`config.mk`:
```
export PLATFORM = sky130hd
export DESIGN_NAME = chebyshev_series_evaluator
export DESIGN_NICKNAME = d
export VERILOG_FILES = /design/src/hw/rtl/cse_pkg.sv /design/src/hw/rtl/cse_coef_mem.sv /design/src/hw/rtl/cse_engine.sv /design/src/hw/rtl/chebyshev_series_evaluator.sv
export VERILOG_INCLUDE_DIRS = /design/src /design/src/hw/rtl
export SDC_FILE = /design/constraint.sdc
export NUM_CORES = 2
export LEC_CHECK = 0
export ABC_CLOCK_PERIOD_IN_PS = 10200
export BUFFER_PORTS_ARGS = -buffer_cell sky130_fd_sc_hd__buf_2
export CAP_MARGIN = 0
export CORE_MARGIN = 5
export CORE_UTILIZATION = 30
export DETAILED_ROUTE_END_ITERATION = 8
export MAX_ROUTING_LAYER = met4
export SLEW_MARGIN = 0
export SYNTH_ARGS = -nofsm -noshare
export SYNTH_HDL_FRONTEND = slang
export SYNTH_SLANG_ARGS = --single-unit
```
`constraint.sdc`:
```
create_clock -name clk -period 10.2 [get_ports clk]
set_input_delay 2.55 -clock clk [delete_from_list [all_inputs] [get_ports clk]]
set_output_delay 2.55 -clock clk [all_outputs]
set_load 0.03 [all_outputs]
```
`src/hw/rtl/chebyshev_series_evaluator_assert.svh`:
```
// Assertion macros for the Chebyshev series evaluator RTL.
// Every macro expects signals named clk and rst in the using scope.
`ifndef CHEBYSHEV_SERIES_EVALUATOR_ASSERT_SVH
`define CHEBYSHEV_SERIES_EVALUATOR_ASSERT_SVH

// The consequent must hold in the same cycle as the antecedent.
`define CSE_ASSERT_SAME(label, ante, cons, msg) \
  label: assert property (@(posedge clk) disable iff (rst) (ante) |-> (cons)) \
    else $error(msg);

// The consequent must hold in the cycle after the antecedent.
`define CSE_ASSERT_NEXT(label, ante, cons, msg) \
  label: assert property (@(posedge clk) disable iff (rst) (ante) |=> (cons)) \
    else $error(msg);

`endif

```
`src/hw/rtl/cse_pkg.sv`:
```
// Shared types, codes and saturation helper for the Chebyshev series evaluator.
// No dependencies.
`timescale 1ns / 1ps

package cse_pkg;

  localparam int ORDER_W = 5;
  localparam int DATA_W  = 32;

  // Item codes.
  localparam logic OP_WRITE = 1'b0;
  localparam logic OP_EVAL  = 1'b1;

  // Configuration register indexes.
  localparam logic [1:0] REG_ORDER  = 2'd0;
  localparam logic [1:0] REG_CENTER = 2'd1;
  localparam logic [1:0] REG_GAIN   = 2'd2;

  typedef struct packed {
    logic [DATA_W-1:0] val;
    logic              clip;
  } sat_t;

  typedef struct packed {
    logic              valid;
    logic [DATA_W-1:0] y;
    logic              sat;
  } cse_result_t;

  function automatic sat_t sat32(input logic signed [65:0] v);
    sat_t r;
    if (v > 66'sd2147483647) begin
      r.val  = 32'h7FFF_FFFF;
      r.clip = 1'b1;
    end else if (v < -66'sd2147483648) begin
      r.val  = 32'h8000_0000;
      r.clip = 1'b1;
    end else begin
      r.val  = v[31:0];
      r.clip = 1'b0;
    end
    return r;
  endfunction

endpackage

```
`src/hw/rtl/cse_coef_mem.sv`:
```
// Coefficient store: one write port and one read port with registered read data.
// Depends on cse_pkg.
`timescale 1ns / 1ps

module cse_coef_mem
  import cse_pkg::*;
#(
  parameter int MAX_ORDER = 16,
  localparam int AW = $clog2(MAX_ORDER + 1)
) (
  input  logic              clk,
  input  logic              wr_en,
  input  logic [AW-1:0]     wr_addr,
  input  logic [DATA_W-1:0] wr_data,
  input  logic              rd_en,
  input  logic [AW-1:0]     rd_addr,
  output logic [DATA_W-1:0] rd_data
);

  logic [DATA_W-1:0] mem [MAX_ORDER+1];

  always_ff @(posedge clk) begin
    if (wr_en) begin
      mem[wr_addr] <= wr_data;
    end
    if (rd_en) begin
      rd_data <= mem[rd_addr];
    end
  end

endmodule

```
`src/hw/rtl/cse_engine.sv`:
```
// Evaluation sequencer: input scaling and the Clenshaw recurrence around one
// shared multiplier. Depends on cse_pkg and the assertion macros.
`timescale 1ns / 1ps
`include "chebyshev_series_evaluator_assert.svh"

module cse_engine
  import cse_pkg::*;
#(
  parameter int MAX_ORDER = 16,
  localparam int AW = $clog2(MAX_ORDER + 1)
) (
  input  logic               clk,
  input  logic               rst,
  input  logic               eval_go,
  input  logic [DATA_W-1:0]  x_value,
  input  logic [ORDER_W-1:0] order_in_use,
  input  logic [DATA_W-1:0]  x_center,
  input  logic [DATA_W-1:0]  x_gain,
  output logic               busy,
  output logic               rd_en,
  output logic [AW-1:0]      rd_addr,
  input  logic [DATA_W-1:0]  rd_data,
  output cse_result_t        res
);

  localparam int CW = (AW > ORDER_W) ? AW : ORDER_W;

  typedef enum logic [2:0] {
    S_IDLE, S_ZERO, S_DIFF, S_SCALE, S_XS, S_MUL, S_ACC
  } state_t;

  state_t state;

  logic [AW-1:0]        n_reg;
  logic [AW-1:0]        k;
  logic signed [31:0]   x_reg;
  logic signed [32:0]   diff;
  logic signed [64:0]   prod;
  logic signed [31:0]   xs;
  logic signed [31:0]   u1;
  logic signed [31:0]   u2;
  logic                 flag;

  logic [CW-1:0]        ord_ext;
  logic [AW-1:0]        n_clamped;
  logic signed [32:0]   mul_a;
  logic signed [31:0]   mul_b;
  logic signed [64:0]   prod_w;
  logic signed [65:0]   prod_ext;
  logic signed [65:0]   xs_round;
  logic signed [65:0]   r23;
  logic signed [65:0]   r24;
  logic signed [65:0]   c_ext;
  logic signed [65:0]   u2_ext;
  logic signed [65:0]   acc;
  sat_t                 xs_sat;
  sat_t                 acc_sat;

  assign ord_ext   = CW'(order_in_use);
  assign n_clamped = (ord_ext > CW'(MAX_ORDER)) ? AW'(MAX_ORDER) : AW'(ord_ext);

  // The multiplier scales the input first and then serves every recurrence step.
  always_comb begin
    if (state == S_SCALE) begin
      mul_a = diff;
      mul_b = $signed(x_gain);
    end else begin
      mul_a = {xs[31], xs};
      mul_b = u1;
    end
  end

  assign prod_w   = mul_a * mul_b;
  assign prod_ext = {prod[64], prod};
  assign xs_round = (prod_ext + 66'sd128) >>> 8;
  assign r23      = (prod_ext + 66'sd4194304) >>> 23;
  assign r24      = (prod_ext + 66'sd8388608) >>> 24;
  assign c_ext    = {{34{rd_data[31]}}, rd_data};
  assign u2_ext   = {{34{u2[31]}}, u2};
  assign acc      = ((k == '0) ? r24 : r23) - u2_ext + c_ext;
  assign xs_sat   = sat32(xs_round);
  assign acc_sat  = sat32(acc);

  assign busy = (state != S_IDLE);

  always_comb begin
    rd_en   = 1'b0;
    rd_addr = '0;
    case (state)
      S_IDLE: begin
        rd_en = eval_go;
      end
      S_DIFF: begin
        rd_en   = 1'b1;
        rd_addr = n_reg;
      end
      S_MUL: begin
        rd_en   = 1'b1;
        rd_addr = k;
      end
      default: begin
        rd_en = 1'b0;
      end
    endcase
  end

  always_ff @(posedge clk) begin
    if (rst) begin
      state     <= S_IDLE;
      res.valid <= 1'b0;
    end else begin
      res.valid <= 1'b0;
      unique case (state)
        S_IDLE: begin
          if (eval_go) begin
            x_reg <= $signed(x_value);
            n_reg <= n_clamped;
            flag  <= 1'b0;
            state <= (n_clamped == '0) ? S_ZERO : S_DIFF;
          end
        end
        S_ZERO: begin
          res.valid <= 1'b1;
          res.y     <= rd_data;
          res.sat   <= 1'b0;
          state     <= S_IDLE;
        end
        S_DIFF: begin
          diff  <= {x_reg[31], x_reg} - {x_center[31], x_center};
          state <= S_SCALE;
        end
        S_SCALE: begin
          prod  <= prod_w;
          u1    <= $signed(rd_data);
          u2    <= '0;
          k     <= n_reg - 1'b1;
          state <= S_XS;
        end
        S_XS: begin
          xs    <= $signed(xs_sat.val);
          flag  <= flag | xs_sat.clip;
          state <= S_MUL;
        end
        S_MUL: begin
          prod  <= prod_w;
          state <= S_ACC;
        end
        S_ACC: begin
          if (k == '0) begin
            res.valid <= 1'b1;
            res.y     <= acc_sat.val;
            res.sat   <= flag | acc_sat.clip;
            state     <= S_IDLE;
          end else begin
            flag  <= flag | acc_sat.clip;
            u2    <= u1;
            u1    <= $signed(acc_sat.val);
            k     <= k - 1'b1;
            state <= S_MUL;
          end
        end
        default: begin
          state <= S_IDLE;
        end
      endcase
    end
  end

  `CSE_ASSERT_NEXT(a_done_single, res.valid, !res.valid, "result strobe held for two cycles")
  `CSE_ASSERT_NEXT(a_loop_back, state == S_ACC && k != '0, state == S_MUL, "recurrence left early")
  `CSE_ASSERT_SAME(a_done_source, res.valid, $past(state) == S_ACC || $past(state) == S_ZERO, "result without final step")
  `CSE_ASSERT_SAME(a_rd_range, rd_en, rd_addr <= AW'(MAX_ORDER), "coefficient read beyond table")

endmodule

```
`src/hw/rtl/chebyshev_series_evaluator.sv`:
```
// Chebyshev series evaluator: a write word gives no result and leaves the block idle.
// An evaluate word of effective order N>=1 passes through the difference, scale and
// input steps, then a multiply then accumulate step per order through the one shared
// multiplier; order 0 returns the constant term. No new word is taken while busy,
// and busy falls as the result appears. Synchronous reset clears control and the
// registers (gain to 1.0); the coefficient memory is left as it is.
`timescale 1ns / 1ps

module chebyshev_series_evaluator
  import cse_pkg::*;
#(
  parameter int MAX_ORDER = 16
) (
  input  logic               clk,
  input  logic               rst,
  input  logic               start,
  output logic               busy,
  input  logic               opcode,
  input  logic [4:0]         coef_index,
  input  logic signed [31:0] coef_value,
  input  logic signed [31:0] x_value,
  output logic               done,
  output logic signed [31:0] y_value,
  output logic               saturated,
  input  logic               psel,
  input  logic               penable,
  input  logic               pwrite,
  input  logic [3:0]         paddr,
  input  logic [31:0]        pwdata,
  output logic [31:0]        prdata,
  output logic               pready
);

  localparam int AW = $clog2(MAX_ORDER + 1);
  localparam int CW = (AW > ORDER_W) ? AW : ORDER_W;

  logic [ORDER_W-1:0] order_in_use;
  logic [DATA_W-1:0]  x_center;
  logic [DATA_W-1:0]  x_gain;

  logic               accept;
  logic               eval_go;
  logic               wr_en;
  logic               cfg_wr;
  logic               rd_en;
  logic [AW-1:0]      rd_addr;
  logic [DATA_W-1:0]  rd_data;
  cse_result_t        res;

  assign pready = 1'b1;
  assign cfg_wr = psel & penable & pwrite & pready;

  always_ff @(posedge clk) begin
    if (rst) begin
      order_in_use <= '0;
      x_center     <= '0;
      x_gain       <= 32'd65536;
    end else if (cfg_wr) begin
      unique case (paddr[3:2])
        REG_ORDER:  order_in_use <= pwdata[ORDER_W-1:0];
        REG_CENTER: x_center     <= pwdata;
        REG_GAIN:   x_gain       <= pwdata;
        default:    ;
      endcase
    end
  end

  always_comb begin
    unique case (paddr[3:2])
      REG_ORDER:  prdata = {{(DATA_W-ORDER_W){1'b0}}, order_in_use};
      REG_CENTER: prdata = x_center;
      REG_GAIN:   prdata = x_gain;
      default:    prdata = '0;
    endcase
  end

  assign accept  = start & ~busy;
  assign eval_go = accept & (opcode == OP_EVAL);
  // Writes to slots past the table are dropped.
  assign wr_en   = accept & (opcode == OP_WRITE) & (CW'(coef_index) <= CW'(MAX_ORDER));

  cse_coef_mem #(
    .MAX_ORDER(MAX_ORDER)
  ) u_mem (
    .clk     (clk),
    .wr_en   (wr_en),
    .wr_addr (AW'(coef_index)),
    .wr_data (coef_value),
    .rd_en   (rd_en),
    .rd_addr (rd_addr),
    .rd_data (rd_data)
  );

  cse_engine #(
    .MAX_ORDER(MAX_ORDER)
  ) u_engine (
    .clk          (clk),
    .rst          (rst),
    .eval_go      (eval_go),
    .x_value      (x_value),
    .order_in_use (order_in_use),
    .x_center     (x_center),
    .x_gain       (x_gain),
    .busy         (busy),
    .rd_en        (rd_en),
    .rd_addr      (rd_addr),
    .rd_data      (rd_data),
    .res          (res)
  );

  assign done      = res.valid;
  assign y_value   = $signed(res.y);
  assign saturated = res.sat;

endmodule

```
==> results.toml <==
[status]
status = "finished, final reports clean"

[place]
place_congestion = 0.985
portBuffers = 176
post_dp_cell_area_um2 = 87100
preCtsSetupSlack_ns = 0.222
hpwl_mm = 211

[routing]
ant_nets = 0
wl_met2_mm = 127
wl_met3_mm = 18.0
drc = 0
wire_per_inst_um = 22.8
drt-initial-drc-count = 4838
vias_per_cell = 4.99
drtPass1Iterations = 6
top_layer = "met4"
wl_met1_mm = 110
num_vias = 59269
wirelength_mm = 271

[cts]
clkLatencyLatePin_ns = 0.77
cts_tree = "done"
numCtsBuffers = 97
cts-root-buf = "clkbuf_16"
ctsHtreeMaxLevel = 3
clk_pin_slew_worst_paths_ns = 0.07
cts_buffer_depth = 3
hold_buffers = 0
clock_sinks = 912

[setup_path]
crit_start = "u_engine.state[2]$_SDFFE_PP0N_"
r2r-start = "u_engine.state[2]$_SDFFE_PP0N_"
crit_type = "register to register"
crit_path_frequent_cell = "fa_1"
crit_fanout = 59
cp_slowest_cell = "mux2i_1"
critical_path.max_stage_delay_ns = 0.75
end_kind = "register"
cp.required_ns = 10.68
cp.arrival_ns = 10.38
start_kind = "register"

[global_route]
track_usage_pct = 19.9
grt_max_degree = 197
antenna_found_initial = 30
grt_pass1_vias = 61435
grt_overflow = 0
grt_pass1_wl_mm = 406

[timing]
setup_slack_ns = 0.298
worst-slew-pin-transition_ns = 1.26
finalMaxSlewViolations = 0
max_freq_mhz = 101
fin_crit_sh_pct = 97.1
skew_ns = 0.0955
rsz0062_at_grt = "no"
finalCriticalPeriod_ns = 9.90
slew_headroom_pct = 13.9
hold_viol_final = 0
finalSetupTns_ns = 0
finalSetupViolCount = 0

[yosys]
netlist_area_um2 = 80900
syn_area_per_cell_um2 = 10.0
synth_nets = 9625
ys_warn_count = 0
yosys_most_used_dff = "edfxtp_1"
ys_types = 89
netlist_instances = 8095
yosysSeqAreaShare_pct = 32.9
synth-edff-count = 839
ys_ff_latch = 912
async_reset_ff_share_pct = 0

[final_layout]
largest_reg_flops = 544
final_area_um2 = 90900
final_nets = 9742
multi_input_comb_area_um2 = 48200
layout_common_cells = "nand2_1, inv_1, fa_1, edfxtp_1, nor2_1"
n_fill_cell = 26922
drive_above_1_share_pct = 8.43
area_growth_pct = 12.3
top_register = "u_mem.mem"
final_common_cell = "nand2_1"
regArea_um2 = 26700
reg_top3 = "u_mem.mem (544), u_engine.prod (58), u_engine.res (34)"

[die]
fp.dieH_um = 529
die_w_um = 529
num_rows = 190
start_util_pct = 30.2
io_pins = 180
die-area_um2 = 280000
floorplan.core_area_um2 = 268000

[power]
p_leak_nw = 38.5
peakVddDrop_uv = 148
power_density_nw_per_um2 = 129

[hold_path]
hold_path_class = "register to register"
hold_path.startpoint = "x_center[10]$_SDFFE_PP0P_"

[run]
max-cap-violations = 0
-- final cells by class --
type                            instances  area share, %
Multi-Input combinational cell       5455           53.0
Sequential cell                       912           29.3
Inverter                             1313           5.43
Tap cell                             3552           4.89
Timing Repair Buffer                  433           3.36
Clock buffer                          131           3.05
Clock inverter                         51          0.848
Antenna cell                           21         0.0578
-- final timing paths --
| kind | end | slack, ns | cells after the start |
|---|---|---|---|
| worst max register to register | u_engine.prod[62]$_DFFE_PP_ | 0.30 | 30 |
| worst min-delay path | x_center[10]$_SDFFE_PP0P_ | 0.47 | 2 |
| worst max-delay path | u_engine.prod[62]$_DFFE_PP_ | 0.30 | 30 |
| worst min register to register | x_center[10]$_SDFFE_PP0P_ | 0.47 | 2 |
-- metal layers --
metal	up-vias	track usage [%]
met2	2245	31.5
met5	-	-
li1	26330	-
met3	479	2.86
met4	0	9.78
met1	30215	25.0
-- through the flow --
step                      cells  hold slack [ns]  total power [mW]  util (%)
after floorplan            8095            0.448              6.71         -
after global placement    11650            0.460              7.85      32.5
after detailed placement  11650            0.464              7.86      32.5
after CTS                 11832            0.473              11.8      33.8
after global routing      11862            0.487              12.3      33.9
final                     11868            0.473              11.7      33.9
-- worst max-delay path, delay by kind of cell, from the launching register on --
family,cells,cell delay [ns]
flops,1,0.39
compound gates,7,1.54
fa+ha+maj,9,4.75
xor+xnor,1,0.16
buf+inv,7,0.99
simple gates,5,0.98
mux,1,0.75
-- kinds of logic (layout without fill, tap and decap cells) --
logic type	Yosys count	count (layout)	share of synthesized area, %
AOI/OAI and AO/OA	1080	1080	8.82
xor gates and xnor gates	256	256	2.77
adders and majority gates	1418	1418	32.6
buffers and inverters	1728	1928	8.06
DFF	912	912	32.9
muxes	89	89	1.10
other	1	22	0.00463
and+or+nand+nor	2611	2611	13.7
-- Yosys cell counts, types with 6 or more instances --
master       n  share of area [%]
a211oi_1   229                2.1
a21o_1      91               0.84
a21oi_1    263                1.6
a22o_1      30               0.32
a22oi_1      6              0.056
a311oi_1    69               0.75
a31oi_1     75               0.58
and2_1     177                1.4
and3_1      32               0.25
and4_1      16               0.17
buf_1       18              0.083
buf_2       13              0.080
clkbuf_1   378                1.8
dfxtp_1     73                1.8
edfxtp_1   839                 31
fa_1      1155                 29
ha_1       263                4.1
inv_1     1311                6.1
mux2i_1     87                1.1
nand2_1   1325                6.1
nand2b_1    12              0.093
nand3_1     90               0.56
nand3b_1     6              0.056
nand4_1     48               0.37
nor2_1     756                3.5
nor2b_1     25               0.19
nor3_1      54               0.33
nor4_1      16               0.12
o211ai_1    20               0.19
o21a_1      21               0.19
o21ai_0    182                1.1
o21ai_1      9              0.056
o21bai_1     9              0.083
o311ai_0     8              0.087
o31ai_1      6              0.056
or2_2       13               0.10
or3_1       10              0.077
or4_1        6              0.056
xnor2_1    154                1.7
xor2_1     102                1.1
-- power breakdown --
| part | internal [mW] | switching, mW |
|---|---|---|
| Clock | 2.25 | 1.59 |
| Combinational | 1.37 | 2.21 |
| Sequential | 4.25 | 0.0277 |
-- repair_timing --
action                                  4_1_cts  5_1_grt
setup buffers                                 0       15
gates resized for setup                       0        6
endpoints found under the setup margin        0       11
No activity file was read; power rests on OpenSTA's default activity.
